==> config.mk <==
export PLATFORM = sky130hd
export DESIGN_NAME = mmpp_cell
export DESIGN_NICKNAME = d
export VERILOG_FILES = /design/src/rtl/core/mmpp_pkg.sv /design/src/rtl/core/mmpp_cell.sv
export SDC_FILE = /design/constraint.sdc
export NUM_CORES = 1
export LEC_CHECK = 0
export BUFFER_PORTS_ARGS = -buffer_cell sky130_fd_sc_hd__buf_2
export CORE_MARGIN = 4
export CORE_UTILIZATION = 59
export DETAILED_ROUTE_END_ITERATION = 16
export PLACE_DENSITY = 0.95
export SYNTH_ARGS = -nofsm -noshare
export SYNTH_HDL_FRONTEND = slang
export SYNTH_SLANG_ARGS = --single-unit
==> constraint.sdc <==
create_clock -name clk -period 7.88 [get_ports clk]
set_input_delay 0.394 -clock clk [delete_from_list [all_inputs] [get_ports clk]]
set_output_delay 0.394 -clock clk [all_outputs]
set_load 0.005 [all_outputs]
==> src/rtl/core/mmpp_pkg.sv <==
package mmpp_pkg;

  localparam int unsigned CNT_W = 31;
  localparam int unsigned LVL_W = 4;
  localparam int unsigned SMP_W = 16;

  // token walking up the chain of level cells
  typedef struct packed {
    logic                     vld;
    logic                     flush;  // 0: merge walk, 1: end-of-stream flush walk
    logic                     cv;     // flush: a carried pair is present
    logic signed [SMP_W-1:0]  mn;
    logic signed [SMP_W-1:0]  mx;
    logic [CNT_W:0]           cnt;    // walk: index at this level, flush: pair count
  } tok_t;

  // what a cell reports for the cycle it holds the token
  typedef struct packed {
    logic                     vld;    // a result item is produced
    logic                     done;   // the walk ends at this cell
    logic [LVL_W-1:0]         level;
    logic [CNT_W-1:0]         idx;
    logic signed [SMP_W-1:0]  mn;
    logic signed [SMP_W-1:0]  mx;
  } res_t;

  typedef enum logic [1:0] {
    ST_IDLE,
    ST_STEP,
    ST_FLUSH
  } st_t;

endpackage

==> src/rtl/core/mmpp_cell.sv <==
module mmpp_cell #(
  parameter int unsigned IDX  = 0,
  parameter bit          LAST = 1'b0
) (
  input  logic            clk,
  input  logic            rst_n,
  input  logic            en,
  input  logic            clr,
  input  mmpp_pkg::tok_t  tok_i,
  output mmpp_pkg::tok_t  tok_o,
  output mmpp_pkg::res_t  res_o
);

  localparam logic [mmpp_pkg::LVL_W-1:0] LVL = mmpp_pkg::LVL_W'(IDX + 1);

  logic                              pv_r, pv_nxt;
  logic signed [mmpp_pkg::SMP_W-1:0] pmin_r, pmin_nxt;
  logic signed [mmpp_pkg::SMP_W-1:0] pmax_r, pmax_nxt;
  mmpp_pkg::tok_t                    tok_r, tok_nxt;

  logic signed [mmpp_pkg::SMP_W-1:0] mrg_mn, mrg_mx;
  logic signed [mmpp_pkg::SMP_W-1:0] fl_mn, fl_mx;
  logic                              fl_cv;
  logic [mmpp_pkg::CNT_W:0]          cnext;

  always_comb begin
    mrg_mn = (pmin_r < tok_i.mn) ? pmin_r : tok_i.mn;
    mrg_mx = (pmax_r > tok_i.mx) ? pmax_r : tok_i.mx;
    fl_cv  = tok_i.cv | pv_r;
    if (pv_r && tok_i.cv) begin
      fl_mn = mrg_mn;
      fl_mx = mrg_mx;
    end else if (pv_r) begin
      fl_mn = pmin_r;
      fl_mx = pmax_r;
    end else begin
      fl_mn = tok_i.mn;
      fl_mx = tok_i.mx;
    end
    cnext = (mmpp_pkg::CNT_W+1)'(({1'b0, tok_i.cnt} + (mmpp_pkg::CNT_W+2)'(1)) >> 1);

    pv_nxt    = pv_r;
    pmin_nxt  = pmin_r;
    pmax_nxt  = pmax_r;
    tok_nxt   = tok_r;
    tok_nxt.vld = 1'b0;
    res_o     = '0;

    if (tok_i.vld) begin
      // report only from the cell holding the token; the top level ORs all cells
      res_o.level = LVL;
      if (!tok_i.flush) begin
        if (pv_r) begin
          // partner waiting: merge, emit one level up, carry on unless this is the last cell
          pv_nxt    = 1'b0;
          res_o.vld = 1'b1;
          res_o.idx = tok_i.cnt[mmpp_pkg::CNT_W:1];
          res_o.mn  = mrg_mn;
          res_o.mx  = mrg_mx;
          if (LAST) begin
            res_o.done = 1'b1;
          end else begin
            tok_nxt.vld   = 1'b1;
            tok_nxt.flush = 1'b0;
            tok_nxt.cv    = 1'b0;
            tok_nxt.mn    = mrg_mn;
            tok_nxt.mx    = mrg_mx;
            tok_nxt.cnt   = {1'b0, tok_i.cnt[mmpp_pkg::CNT_W:1]};
          end
        end else begin
          // hold the pair until its partner arrives
          pv_nxt     = 1'b1;
          pmin_nxt   = tok_i.mn;
          pmax_nxt   = tok_i.mx;
          res_o.done = 1'b1;
        end
      end else begin
        if (tok_i.cnt <= (mmpp_pkg::CNT_W+1)'(1)) begin
          res_o.done = 1'b1;
        end else begin
          pv_nxt    = 1'b0;
          res_o.vld = fl_cv;
          res_o.idx = mmpp_pkg::CNT_W'(cnext - (mmpp_pkg::CNT_W+1)'(1));
          res_o.mn  = fl_mn;
          res_o.mx  = fl_mx;
          if (LAST) begin
            res_o.done = 1'b1;
          end else begin
            tok_nxt.vld   = 1'b1;
            tok_nxt.flush = 1'b1;
            tok_nxt.cv    = fl_cv;
            tok_nxt.mn    = fl_mn;
            tok_nxt.mx    = fl_mx;
            tok_nxt.cnt   = cnext;
          end
        end
      end
    end
  end

  always_ff @(posedge clk) begin
    if (!rst_n) begin
      pv_r      <= 1'b0;
      tok_r.vld <= 1'b0;
    end else if (en) begin
      pv_r  <= clr ? 1'b0 : pv_nxt;
      tok_r <= tok_nxt;
    end
  end

  always_ff @(posedge clk) begin
    if (en) begin
      pmin_r <= pmin_nxt;
      pmax_r <= pmax_nxt;
    end
  end

  assign tok_o = tok_r;

endmodule

==> results.txt <==
----------------------------------------------------
[Run status]
  Outcome ... complete, no violations

[Placement]
  Place WS ... 3553 ps
  Cell area reported after detailed placement ... 9268 um^2
  # placed instances ... 1289
  Final weighted congestion in routability-driven placement ... 0.9818
  HPWL reported at the end of detailed placement ... 18310 um
  Number of buffers inserted by port buffering ... 203

[Detailed routing]
  Overall routed net length ... 25870 um
  TritonRoute pass-1 iters ... 5
  Detail Route met2 WL ... approximately 13000 um
  Met1 routed wirelength after detailed routing ... 9794 um
  Routed via count divided by cell count ... 6.622
  Detailed-route wire length per cell ... 19.82 um
  Length of routed met3 wiring ... 2703 um
  Iter 0 DRT Violations ... 1139
  DRC violations left ... 0
  Number of antenna-violating nets in the routed design ... 0
  Vias ... 8642
  Highest metal used ... met4

[Worst setup path]
  Max stage delay cell, worst path ... sky130_fd_sc_hd__or4_1
  Endpoint kind of the worst setup timing path ... primary output
  Slowest stage delay, CP ... roughly 650 ps
  Top fanout value on the critical path ... 71
  Required time of the critical path ... 7490 ps
  Cell-by-cell listing of the critical path ... buf_2 > nor4_1 > nand4_1 > or4_1 > nand2_2 > buf_4 > nor2_1 > or3_1 > a22oi_1 > nor3_1 > buf_2
  CP Class ... primary input to primary output
  Crit path arrival time ... roughly 4100 ps
  Critical Path Most Common Cell ... sky130_fd_sc_hd__buf_2
  Critical path launch point type ... primary input

[STA]
  Crit path setup slack, layout ... 3437 ps
  Setup_tns ... 0 ps
  Final hold vios ... 0
  Fmax ... 225.1 MHz
  RSZ-0062 raised after global routing ... no
  Final clock skew ... 7.219 ps
  Share of the cycle needed by the critical path after routing ... 56.38%
  Tightest Pin Transition ... 1114 ps
  Final Max Slew Viols ... 0
  Number of failing setup endpoints in the final timing report ... 0
  Fin crit period ... 4443 ps
  Max-slew headroom at the worst pin ... 25.49%

[Synth]
  Flip-flop and latch count after synthesis ... 100
  Synth Area in Simple Gates ... a little over a fifth
  Largest family of logic cells by synthesized area ... compound AO/OA/AOI/OAI gates
  Compound-cell area share of the yosys netlist ... 23.88%
  Share of cell area taken by muxes after synthesis ... 2.591%
  Average footprint of a synthesized cell ... 8.545 um^2
  Synthesized-area fraction occupied by adder cells ... 5.273%
  Number of flops mapped to enable cells by yosys ... 98
  Xor/xnor share of the synthesized area ... 4.218%
  Share of the synthesized area in the top cell type ... 35.43%
  Leading area contributor after synthesis ... sky130_fd_sc_hd__edfxtp_1
  Synthesized instance count ... 972
  Async set-reset flop share out of synthesis ... 0%
  Ranking of synthesized cells by instance count ... sky130_fd_sc_hd__o21ai_0 (108), sky130_fd_sc_hd__nand2_1 (101), sky130_fd_sc_hd__edfxtp_1 (98), sky130_fd_sc_hd__a21oi_1 (79), sky130_fd_sc_hd__nor2_1 (52)
  Part of the Yosys area used for sequential elements ... roughly 36%
  Synth area leaders ... sky130_fd_sc_hd__edfxtp_1 (35%), sky130_fd_sc_hd__o21ai_0 (6.5%), sky130_fd_sc_hd__ha_1 (5.3%)
  Count of synthesis-stage warnings from yosys ... 0
  Main flop type after synthesis ... sky130_fd_sc_hd__edfxtp_1
  Number of distinct library cells after synthesis ... 75
  Mapped Area ... 8305 um^2
  Dominant cell by count in the synthesized netlist ... sky130_fd_sc_hd__o21ai_0

[Global routing]
  Vias in the first global route ... 8185
  Pin count of the biggest net entering global routing ... a little over 70
  Congestion Overflow GR ... 0
  Wire length of the first global-routing pass ... about 42000 um
  All-Layer GR Usage ... 31.61%
  Initial antenna violation count ... 0

[Floorplanning]
  Chip height ... ~130 um
  Die boundary width ... 126.6 um
  Placeable Area ... 13830 um^2
  Full die area ... 16040 um^2
  Boundary pin count ... between 200 and 250
  Std cell rows ... 43
  Initial Util ... 60.07%

[Worst hold path]
  Class of the worst hold path ... primary input to flip-flop

[Finish]
  Post-route cell area ... 9560 um^2
  Post-layout net count ... 1226
  Final Non-Filler Cells ... 1305
  Area grow syn2layout ... 15.11%
  Layout cells sized above 1 ... 23.20%
  # diodes ... 0

[Clock tree]
  Maximum root-to-sink buffer count ... 2
  Hold_buf cts ... 0
  TritonCTS clock tree ... done
  Clock slew seen by the registers of the worst setup and hold paths ... about 70 ps
  Number of buffers created by CTS ... 9
  Resized cells post-CTS ... 0
  Buffer type at the clock tree root ... sky130_fd_sc_hd__clkbuf_16
  Depth of the CTS H-tree ... 3
  Clock network latency to the later pin of the worst-skew pair ... 360 ps
  Total clock sinks ... 100
  Total setup buffers inserted after CTS ... 0

[Power]
  Power density relative to cell area ... between 100 and 150 nW/um^2
  Maximum vdd drop ... ~0.000099 V
  Leakage power figure ... 3.883 nW

[Flow run]
  Number of maximum-capacitance constraint violations ... 0

----------------------------------------------------
## metal layers
metal / track usage, % / up-vias
met5: 0 / -
met4: 11.67 / 0
met3: 6.063 / 93
met2: 52.46 / 569
met1: 41.21 / 4033
li1: - / 3947
## path summary, 6_finish.rpt
path | startpoint | endpoint | slack, ps | depth (start not counted)
max | tok_i[28] | res_o[8] | 3440 | 11
min reg2reg | tok_o[66]$_SDFFE_PN0P_ | tok_o[66]$_SDFFE_PN0P_ | 490 | 1
min | rst_n | pv_r$_SDFFE_PN0P_ | 300 | 2
max reg2reg | pv_r$_SDFFE_PN0P_ | tok_o[22]$_DFFE_PP_ | 4490 | 5
## logic make-up after synthesis
kind of cell / after synthesis
compound gates: 319
simple gates: 326
mux: 21
flops: 100
other cells: 1
fa+ha+maj: 35
buf+inv: 130
xor+xnor: 40
## registers in the layout (all words and copies together) (netlist names)
| name | flops |
|---|---|
| pmax_r | 16 |
| pmin_r | 16 |
| pv_r | 1 |
| tok_o | 67 |
## final cells by class
class | count | area [um^2]
inverters | 50 | 187.7
fillers | 1075 | 4267
repair buffers | 215 | 1106
multi-input cells | 744 | 4765
clock inverters | 6 | 63.81
well taps | 180 | 225.2
flip-flops and latches | 100 | 2984
clock buffers | 10 | 229.0
## layout by cell type (no fill, tap or decap), types with 8 or more instances in the layout
master	n
sky130_fd_sc_hd__nor4_1	20
sky130_fd_sc_hd__clkbuf_16	9
sky130_fd_sc_hd__nand3_1	21
sky130_fd_sc_hd__a22oi_1	13
sky130_fd_sc_hd__a21o_1	17
sky130_fd_sc_hd__buf_4	12
sky130_fd_sc_hd__a211oi_1	8
sky130_fd_sc_hd__nor2_1	51
sky130_fd_sc_hd__nand4_1	21
sky130_fd_sc_hd__xor2_1	16
sky130_fd_sc_hd__xnor2_1	24
sky130_fd_sc_hd__nor2b_1	10
sky130_fd_sc_hd__mux2i_1	17
sky130_fd_sc_hd__buf_2	203
sky130_fd_sc_hd__and3_1	8
sky130_fd_sc_hd__o31ai_1	11
sky130_fd_sc_hd__o21ai_0	107
sky130_fd_sc_hd__nor3_1	35
sky130_fd_sc_hd__ha_1	35
sky130_fd_sc_hd__a31oi_1	9
sky130_fd_sc_hd__a21oi_1	78
sky130_fd_sc_hd__o22ai_1	16
sky130_fd_sc_hd__nand2_1	100
sky130_fd_sc_hd__or3_1	10
sky130_fd_sc_hd__edfxtp_1	98
sky130_fd_sc_hd__inv_1	49
## worst max-delay path: cells and delay by family
family                 cells  cell delay (ps)
AO/OA/AOI/OAI              1              290
AND/OR/NAND/NOR            7             2480
buffers and inverters      3              860
## metrics by stage
step | hold slack (ps) | total power (W) | util (%)
floorplan | 485.6 | 0.0008080 | -
global placement | 464.2 | 0.0008923 | 67.03
detailed placement | 481.4 | 0.0009014 | 67.03
CTS | 285.7 | 0.001348 | 69.14
global route | 287.8 | 0.001408 | 69.14
finish | 296.2 | 0.001354 | 69.14
## report_power, final
group          internal, W  total [W]  switching, W  leakage (nW)
Clock             0.000247   0.000454      0.000207         0.140
Combinational     0.000104   0.000291      0.000187          2.82
Sequential        0.000601   0.000609    0.00000805         0.922
Total             0.000952    0.00135      0.000402          3.88
Note: power is estimated with default switching activity, not from simulation.
